### src/rtl/lms_pkg.sv
`timescale 1ns / 1ps
`default_nettype none
// ----------------------------------------------------------------------------
// LED matrix scanner package
// Shared sizes, command and result codes, and the frame store request types.
// ----------------------------------------------------------------------------
package lms_pkg;

  localparam int COLUMNS    = 32;
  localparam int STORE_COLS = 64;
  localparam int COL_W      = $clog2(STORE_COLS);
  localparam int ADDR_W     = COL_W + 1;

  typedef enum logic [1:0] {
    CMD_SCAN  = 2'd0,
    CMD_WRITE = 2'd1,
    CMD_CLEAR = 2'd2
  } cmd_t;

  typedef enum logic [1:0] {
    KIND_SHIFT  = 2'd0,
    KIND_SELECT = 2'd1,
    KIND_BLANK  = 2'd2
  } kind_t;

  typedef struct packed {
    logic              wr_en;
    logic              rd_en;
    logic              clr;
    logic [ADDR_W-1:0] addr;
    logic [7:0]        red;
    logic [7:0]        green;
  } store_req_t;

  typedef struct packed {
    logic [7:0] red;
    logic [7:0] green;
  } store_rd_t;

endpackage
`default_nettype wire

### src/rtl/lms_cmd_if.sv
`timescale 1ns / 1ps
`default_nettype none
// ----------------------------------------------------------------------------
// Command channel
// Valid/ready channel carrying scan, write and clear requests.
// ----------------------------------------------------------------------------
interface lms_cmd_if;
  logic       valid;
  logic       ready;
  logic [1:0] command;
  logic [4:0] column;
  logic       half;
  logic [7:0] red_byte;
  logic [7:0] green_byte;

  modport source (output valid, command, column, half, red_byte, green_byte, input ready);
  modport sink   (input valid, command, column, half, red_byte, green_byte, output ready);
endinterface
`default_nettype wire

### src/rtl/lms_res_if.sv
`timescale 1ns / 1ps
`default_nettype none
// ----------------------------------------------------------------------------
// Result channel
// Valid/ready channel carrying shift steps and row select / blank requests.
// ----------------------------------------------------------------------------
interface lms_res_if;
  logic       valid;
  logic       ready;
  logic [1:0] kind;
  logic       green_bit;
  logic       red_bit;
  logic [3:0] row_address;
  logic       row_disable;
  logic       frame_done;
  logic       last;

  modport source (output valid, kind, green_bit, red_bit, row_address, row_disable,
                  frame_done, last, input ready);
  modport sink   (input valid, kind, green_bit, red_bit, row_address, row_disable,
                  frame_done, last, output ready);
endinterface
`default_nettype wire

### src/rtl/lms_frame_store.sv
`timescale 1ns / 1ps
`default_nettype none
// ----------------------------------------------------------------------------
// Frame store
// Red and green column bytes, one word per column and half, with per-entry
// valid bits; an entry never written since reset or clear reads as all ones.
// ----------------------------------------------------------------------------
module lms_frame_store
  import lms_pkg::*;
(
  input  wire logic       clk,
  input  wire logic       rst,
  input  wire store_req_t req,
  output store_rd_t       rd
);

  localparam int DEPTH = 2 * STORE_COLS;

  logic [15:0]      mem [0:DEPTH-1];
  logic [DEPTH-1:0] vld;
  logic [15:0]      rd_word;
  logic             rd_hit;

  always_ff @(posedge clk) begin
    if (req.wr_en) begin
      mem[req.addr] <= {req.red, req.green};
    end
    if (req.rd_en) begin
      rd_word <= mem[req.addr];
      rd_hit  <= vld[req.addr];
    end
  end

  always_ff @(posedge clk) begin
    if (rst || req.clr) begin
      vld <= '0;
    end else if (req.wr_en) begin
      vld[req.addr] <= 1'b1;
    end
  end

  assign rd.red   = rd_hit ? rd_word[15:8] : 8'hff;
  assign rd.green = rd_hit ? rd_word[7:0]  : 8'hff;

endmodule
`default_nettype wire

### src/rtl/lms_scan_ctrl.sv
`timescale 1ns / 1ps
`default_nettype none
// ----------------------------------------------------------------------------
// Scan sequencer
// Takes requests, steps the column counter over the store read port, selects
// the row bit and drives the registered result channel.
// ----------------------------------------------------------------------------
module lms_scan_ctrl
  import lms_pkg::*;
(
  input  wire logic       clk,
  input  wire logic       rst,
  lms_cmd_if.sink         cmd,
  lms_res_if.source       res,
  output store_req_t      store_req,
  input  wire store_rd_t  store_rd
);

  typedef enum logic [2:0] {
    ST_IDLE  = 3'b001,
    ST_SHIFT = 3'b010,
    ST_BLANK = 3'b100
  } state_t;

  state_t           state;
  logic [COL_W-1:0] cnt;
  logic [3:0]       row;
  logic             d_valid;

  logic advance;
  logic issuing;
  logic accept;
  logic load_shift;
  logic load_sel;
  logic load_blank;
  cmd_t command;

  assign command    = cmd_t'(cmd.command);
  assign advance    = !res.valid || res.ready;
  assign issuing    = (state == ST_SHIFT) && (cnt < COL_W'(COLUMNS));
  assign cmd.ready  = (state == ST_IDLE);
  assign accept     = cmd.valid && cmd.ready;
  assign load_shift = advance && d_valid;
  assign load_sel   = (state == ST_SHIFT) && advance && !issuing && !d_valid;
  assign load_blank = (state == ST_BLANK) && advance;

  always_comb begin
    store_req.wr_en = accept && (command == CMD_WRITE)
                      && (COL_W'(cmd.column) < COL_W'(COLUMNS));
    store_req.clr   = accept && (command == CMD_CLEAR);
    store_req.rd_en = issuing && advance;
    store_req.red   = cmd.red_byte;
    store_req.green = cmd.green_byte;
    if (state == ST_IDLE) begin
      store_req.addr = {COL_W'(cmd.column), cmd.half};
    end else begin
      store_req.addr = {cnt, row[3]};
    end
  end

  always_ff @(posedge clk) begin
    if (rst) begin
      state     <= ST_IDLE;
      cnt       <= '0;
      row       <= '0;
      d_valid   <= 1'b0;
      res.valid <= 1'b0;
    end else begin
      if (advance) begin
        d_valid <= issuing;
      end
      if (load_shift || load_sel || load_blank) begin
        res.valid <= 1'b1;
      end else if (res.ready) begin
        res.valid <= 1'b0;
      end
      unique case (state)
        ST_IDLE: begin
          if (accept) begin
            unique case (command)
              CMD_SCAN: begin
                state <= ST_SHIFT;
                cnt   <= '0;
              end
              CMD_CLEAR: state <= ST_BLANK;
              default:   state <= ST_IDLE;
            endcase
          end
        end
        ST_SHIFT: begin
          if (advance) begin
            if (issuing) begin
              cnt <= cnt + 1'b1;
            end else if (!d_valid) begin
              state <= ST_IDLE;
              row   <= row + 1'b1;
            end
          end
        end
        ST_BLANK: begin
          if (advance) begin
            state <= ST_IDLE;
          end
        end
        default: state <= ST_IDLE;
      endcase
    end
  end

  always_ff @(posedge clk) begin
    if (load_shift) begin
      res.kind        <= KIND_SHIFT;
      res.green_bit   <= store_rd.green[~row[2:0]];
      res.red_bit     <= store_rd.red[~row[2:0]];
      res.row_address <= '0;
      res.row_disable <= 1'b0;
      res.frame_done  <= 1'b0;
      res.last        <= 1'b0;
    end else if (load_sel) begin
      res.kind        <= KIND_SELECT;
      res.green_bit   <= 1'b0;
      res.red_bit     <= 1'b0;
      res.row_address <= row;
      res.row_disable <= 1'b0;
      res.frame_done  <= (row == 4'hf);
      res.last        <= 1'b1;
    end else if (load_blank) begin
      res.kind        <= KIND_BLANK;
      res.green_bit   <= 1'b0;
      res.red_bit     <= 1'b0;
      res.row_address <= '0;
      res.row_disable <= 1'b1;
      res.frame_done  <= 1'b0;
      res.last        <= 1'b1;
    end
  end

endmodule
`default_nettype wire

### src/rtl/led_matrix_row_scanner.sv
`timescale 1ns / 1ps
`default_nettype none
// ----------------------------------------------------------------------------
// LED matrix row scanner
// Two-color, 16-row scanner with red and green frame stores.
//
// cmd carries requests: scan one row, write one column's red and green bytes
// for one half, or clear both stores to ones and blank the rows. res carries
// results: one shift step per column, then a row select marked last for a
// scan; a single blank marked last for a clear; nothing for a write.
// A write leaves the block in its idle state, so it stays ready.
// A scan steps the column counter one column a cycle, unless res stalls, over
// the single store read port; its registered read data then passes through the
// result register. cmd.ready is low while a scan or clear is in progress.
// When a result is waiting and res.ready is low, the column counter and store
// read hold, so no step is lost.
// Reset empties the result register, selects row zero and makes both stores
// read as all ones; no clearing pass is needed.
// ----------------------------------------------------------------------------
module led_matrix_row_scanner
  import lms_pkg::*;
(
  input  wire logic clk,
  input  wire logic rst,
  lms_cmd_if.sink   cmd,
  lms_res_if.source res
);

  store_req_t store_req;
  store_rd_t  store_rd;

  lms_scan_ctrl u_ctrl (
    .clk       (clk),
    .rst       (rst),
    .cmd       (cmd),
    .res       (res),
    .store_req (store_req),
    .store_rd  (store_rd)
  );

  lms_frame_store u_store (
    .clk (clk),
    .rst (rst),
    .req (store_req),
    .rd  (store_rd)
  );

  a_no_rw_clash: assert property (@(posedge clk) disable iff (rst)
    !(store_req.wr_en && store_req.rd_en))
    else $error("store write and read in the same cycle");

  a_read_busy: assert property (@(posedge clk) disable iff (rst)
    store_req.rd_en |-> !cmd.ready)
    else $error("store read while accepting requests");

  a_clear_busy: assert property (@(posedge clk) disable iff (rst)
    (cmd.valid && cmd.ready && (cmd.command == CMD_CLEAR)) |=> !cmd.ready)
    else $error("clear request did not hold off the next request");

  a_reset_empty: assert property (@(posedge clk) rst |=> !res.valid)
    else $error("result valid after reset");

endmodule
`default_nettype wire
### src/flat_wrapper.sv
// flat-port wrapper written by rule: the top's interface ports become plain ports
module led_matrix_row_scanner_flat import lms_pkg::*;
  (clk, rst, cmd_valid, cmd_command, cmd_column, cmd_half, cmd_red_byte, cmd_green_byte, cmd_ready, res_valid, res_kind, res_green_bit, res_red_bit, res_row_address, res_row_disable, res_frame_done, res_last, res_ready);
  lms_cmd_if cmd_i ();
  lms_res_if res_i ();
  input  wire logic clk;
  input  wire logic rst;
  input wire logic [$bits(cmd_i.valid)-1:0] cmd_valid;
  input wire logic [$bits(cmd_i.command)-1:0] cmd_command;
  input wire logic [$bits(cmd_i.column)-1:0] cmd_column;
  input wire logic [$bits(cmd_i.half)-1:0] cmd_half;
  input wire logic [$bits(cmd_i.red_byte)-1:0] cmd_red_byte;
  input wire logic [$bits(cmd_i.green_byte)-1:0] cmd_green_byte;
  output wire logic [$bits(cmd_i.ready)-1:0] cmd_ready;
  output wire logic [$bits(res_i.valid)-1:0] res_valid;
  output wire logic [$bits(res_i.kind)-1:0] res_kind;
  output wire logic [$bits(res_i.green_bit)-1:0] res_green_bit;
  output wire logic [$bits(res_i.red_bit)-1:0] res_red_bit;
  output wire logic [$bits(res_i.row_address)-1:0] res_row_address;
  output wire logic [$bits(res_i.row_disable)-1:0] res_row_disable;
  output wire logic [$bits(res_i.frame_done)-1:0] res_frame_done;
  output wire logic [$bits(res_i.last)-1:0] res_last;
  input wire logic [$bits(res_i.ready)-1:0] res_ready;
  assign cmd_i.valid = cmd_valid;
  assign cmd_i.command = cmd_command;
  assign cmd_i.column = cmd_column;
  assign cmd_i.half = cmd_half;
  assign cmd_i.red_byte = cmd_red_byte;
  assign cmd_i.green_byte = cmd_green_byte;
  assign cmd_ready = cmd_i.ready;
  assign res_valid = res_i.valid;
  assign res_kind = res_i.kind;
  assign res_green_bit = res_i.green_bit;
  assign res_red_bit = res_i.red_bit;
  assign res_row_address = res_i.row_address;
  assign res_row_disable = res_i.row_disable;
  assign res_frame_done = res_i.frame_done;
  assign res_last = res_i.last;
  assign res_i.ready = res_ready;
  led_matrix_row_scanner u_core (.clk(clk), .rst(rst), .cmd(cmd_i), .res(res_i));
endmodule
### config.mk
export PLATFORM = sky130hd
export DESIGN_NAME = led_matrix_row_scanner_flat
export DESIGN_NICKNAME = d
export VERILOG_FILES = /design/src/rtl/lms_pkg.sv /design/src/rtl/lms_cmd_if.sv /design/src/rtl/lms_res_if.sv /design/src/rtl/lms_frame_store.sv /design/src/rtl/lms_scan_ctrl.sv /design/src/rtl/led_matrix_row_scanner.sv /design/src/flat_wrapper.sv
export SDC_FILE = /design/constraint.sdc
export NUM_CORES = 2
export LEC_CHECK = 0
export BUFFER_PORTS_ARGS = -buffer_cell sky130_fd_sc_hd__buf_2
export CAP_MARGIN = 20
export CORE_MARGIN = 4
export CORE_UTILIZATION = 43
export DETAILED_ROUTE_END_ITERATION = 6
export GPL_ROUTABILITY_DRIVEN = 0
export GPL_TIMING_DRIVEN = 0
export SLEW_MARGIN = 40
export SYNTH_ARGS = -nofsm -noshare
export SYNTH_HDL_FRONTEND = slang
export SYNTH_SLANG_ARGS = --single-unit
### constraint.sdc
create_clock -name clk -period 4 [get_ports clk]
set_input_delay 0.4 -clock clk [delete_from_list [all_inputs] [get_ports clk]]
set_output_delay 0.4 -clock clk [all_outputs]
set_load 0.02 [all_outputs]
==> impl_metrics.env <==
export IMPL_status="complete, but fails checks"
export IMPL_violations="DRC, setup timing"
export IMPL_initial_core_util_pct=43.2
export IMPL_synth_seq_cells=2218
export IMPL_worstSetupPathType="reg -> reg"
export IMPL_syn_to_final_growth_pct=20.9
export IMPL_clk_latency_ps=860
export IMPL_tritoncts="built"
export IMPL_setup_viol=2
export IMPL_crit_fanout=11
export IMPL_ios=41
export IMPL_cp_top_family="buffers and inverters"
export IMPL_powerDensity_nw_per_um2=506
export IMPL_drt_iter0_markers=8267
export IMPL_synth_area_leaders="edfxtp_1 (73%), a21oi_1 (8.1%), nand2_1 (5.0%), dfxtp_1 (3.5%), a221oi_1 (2.8%)"
export IMPL_cts_sinks=2218
export IMPL_antenna_found_initial=17
export IMPL_wl_met2_um=125000
export IMPL_ys_top_cells_by_count="edfxtp_1 (2,067), a21oi_1 (1,378), nand2_1 (1,138), a22oi_1 (291), a221oi_1 (271)"
export IMPL_dp_slack_ps=-977
export IMPL_wirelength_um=276000
export IMPL_synth_seq_area_share_pct=76.4
export IMPL_met1_length_um=108000
export IMPL_leakagePower_uw=0.0362
export IMPL_grt_usage_pct=26.3
export IMPL_dp_cells=9907
export IMPL_p_comb_share_pct=10.2
export IMPL_cpPeakStageDelay_ps=710
export IMPL_rows=163
export IMPL_drt_pass1_iter_count=7
export IMPL_p_int_uw=39000
export IMPL_vias=58000
export IMPL_fin_hold_ws_ps=75.7
export IMPL_ctsRootBufferMaster="clkbuf_16"
export IMPL_final_cells=10400
export IMPL_synthDistinctLibCells=45
export IMPL_finalCritPeriodShare_pct=101
export IMPL_peakVddDrop_mv=0.473
export IMPL_worstMarginPinSlew_ps=876
export IMPL_wire_per_inst_um=26.6
export IMPL_grt_ovfl_total=0
export IMPL_critPathArrivalTime_ps=4650
export IMPL_p_clk_share_pct=38.9
export IMPL_slew_viol_final=0
export IMPL_hpwl_um=185000
export IMPL_design_die_area_um2=205000
export IMPL_fin_ws_ps=-38.9
export IMPL_crit_path_frequent_cell="a21oi_1"
export IMPL_io_buffers=40
export IMPL_fp_dieW_um=453
export IMPL_async_reset_ff_share_pct=0
export IMPL_synth_cells=6124
export IMPL_cts_buffers=222
export IMPL_finalHoldViolCount=0
export IMPL_grt_pass1_vias=55300
export IMPL_synth_top_area_share_pct=72.8
export IMPL_cp_cell_sequence="or3b_1, buf_6, mux2i_1, nand2_2, buf_2, clkbuf_1, a221oi_1, a21oi_1, a41oi_2, a21oi_1, nand2_1"
export IMPL_power_frac_seq_pct=50.9
export IMPL_top_layer="met5"
export IMPL_worstSetupStartpointType="register"
export IMPL_nets=7542
export IMPL_ys_flop_type="edfxtp_1"
export IMPL_switching_power_uw=13200
export IMPL_drc=4
export IMPL_core_area_um2=197000
export IMPL_cpMaxStageDelayCell="clkbuf_1"
export IMPL_synth_edff_count=2067
export IMPL_min_period_ps=4040
export IMPL_htreeDepth=4
export IMPL_p_sw_share_pct=25.3
export IMPL_cp_required_ps=4610
export IMPL_min_path_type="in -> reg"
export IMPL_yosys_warnings=0
export IMPL_grt_pass1_wl_um=388000
export IMPL_ant_nets=0
export IMPL_cp_end_kind="register"
export IMPL_synth_area_per_cell_um2=13.9
export IMPL_drv_cap=0
export IMPL_drive_above_1_share_pct=12.2
export IMPL_tns_ps=-53.9
export IMPL_cp_num_buf_inv=3
export IMPL_yosysTopAreaCell="edfxtp_1"
export IMPL_clock_skew_ps=42.0
export IMPL_die_h_um=453
export IMPL_clock_fmax_mhz=248
export IMPL_yosysMostFrequentCell="edfxtp_1"
export IMPL_vias_per_cell=5.60
export IMPL_syn_cell_area_um2=85200
export IMPL_path_clk_slew_ps=60
export IMPL_clock_path_buffers=3
export IMPL_slew_headroom_pct=41.5
export IMPL_dr_wl_met3_um=27900
export IMPL_grt_max_degree=89
==> sequential cells by signal, indices dropped and copies added, names as in the netlist <==
signal / cells
u_core.u_ctrl.row: 4
u_core.u_ctrl.res.row_address: 4
u_core.u_ctrl.res.last: 1
u_core.u_ctrl.d_valid: 1
u_core.u_ctrl.res.frame_done: 1
u_core.u_ctrl.cnt: 6
u_core.u_ctrl.res.kind: 1
u_core.u_ctrl.state: 3
u_core.u_store.rd_word: 16
u_core.u_ctrl.res.valid: 1
u_core.u_store.rd_hit: 1
u_core.u_ctrl.res.row_disable: 1
u_core.u_ctrl.res.green_bit: 1
u_core.u_store.mem: 2048
u_core.u_store.vld: 128
u_core.u_ctrl.res.red_bit: 1
==> layer usage <==
layer / vias up / track usage (%)
met2: 3073 / 40.5
met3: 571 / 5.28
met1: 29200 / 35.8
met5: - / 0
li1: 25200 / -
met4: 2 / 13.0
==> worst paths after layout <==
kind	startpoint	to	slack, ps	cells past startpoint
setup reg to reg	u_core.u_ctrl.state[0]	u_core.u_store.rd_word[7]	-40	11
setup / recovery	u_core.u_ctrl.state[0]	u_core.u_store.rd_word[7]	-40	11
hold reg to reg	u_core.u_ctrl.res.last	u_core.u_ctrl.res.last	460	2
hold / removal	cmd_red_byte[3]	u_core.u_store.mem[84][11]	80	2
==> power by group through the flow <==
stage          registers [uW]  clock network, uW  logic, uW
3_5_place_dp            27000                  0       5040
2_1_floorplan           27000                  0       2480
6_report                26600              20300       5330
3_3_place_gp            27100                  0       4870
4_1_cts                 26600              20500       5160
5_1_grt                 26600              21500       5620
==> per-stage QoR <==
stage	instance area [um^2]	total power (uW)	util, %
floorplan	89100	29500	-
finish	103000	52100	52.3
CTS	103000	52200	52.1
detailed placement	95000	32100	48.2
global placement	92600	31900	46.9
global route	103000	53700	52.2
==> layout make-up <==
| class | instances | area [um^2] |
|---|---|---|
| Antenna cell | 21 | 52.6 |
| Buffer | 446 | 2310 |
| Clock buffer | 293 | 6050 |
| Clock inverter | 123 | 991 |
| Fill cell | 17000 | 94200 |
| Inverter | 5 | 31.3 |
| Multi-Input combinational cell | 4476 | 22900 |
| Sequential cell | 2218 | 65100 |
| Tap cell | 2640 | 3300 |
| Timing Repair Buffer | 143 | 2340 |
==> worst register-to-register path: cells and delay by family, from the launching register on <==
| kind | cells | cell delay, ps |
|---|---|---|
| multiplexers | 1 | 250 |
| AND/OR/NAND/NOR | 3 | 850 |
| AO/OA/AOI/OAI | 4 | 950 |
| buffers and inverters | 3 | 1390 |
| flip-flops | 1 | 370 |
==> cell families after synthesis <==
logic type,count (synthesis),share of synthesized area (%)
AO/OA/AOI/OAI,2040,14.3
AND/OR/NAND/NOR,1387,6.56
flip-flops,2218,76.4
XOR/XNOR,6,0.0617
other,1,0.00440
adder cells (fa/ha/maj),2,0.0294
multiplexers,17,0.261
buffers and inverters,453,2.37
==> what timing repair did <==
item | CTS | global route
gates cloned | 0 | 0
buffers inserted | 1 | 3
resized for setup | 173 | 105
endpoints found under the setup margin | 577 | 54
endpoints found under the hold margin | 469 | 0
hold buffers | 19 | 0
pin swaps | 33 | 18
==> cell usage in the layout (no fill, tap or decap), types with 14 or more instances in the layout <==
master,instances
buf_8,44
diode_2,21
buf_16,46
clkbuf_4,17
dlygate4sd3_1,19
and2_1,68
buf_2,186
clkinv_1,46
nand2_1,1130
clkbuf_16,225
nor2_4,64
a22oi_1,281
edfxtp_1,2067
a221oi_1,264
nand4_1,56
conb_1,1024
a21oi_2,49
clkbuf_8,17
clkbuf_2,113
buf_6,14
o21a_1,65
clkinv_2,45
clkbuf_1,152
buf_4,35
a21oi_1,1326
dfxtp_1,149
nor2_1,33
No activity file was read; power rests on OpenSTA's default activity.
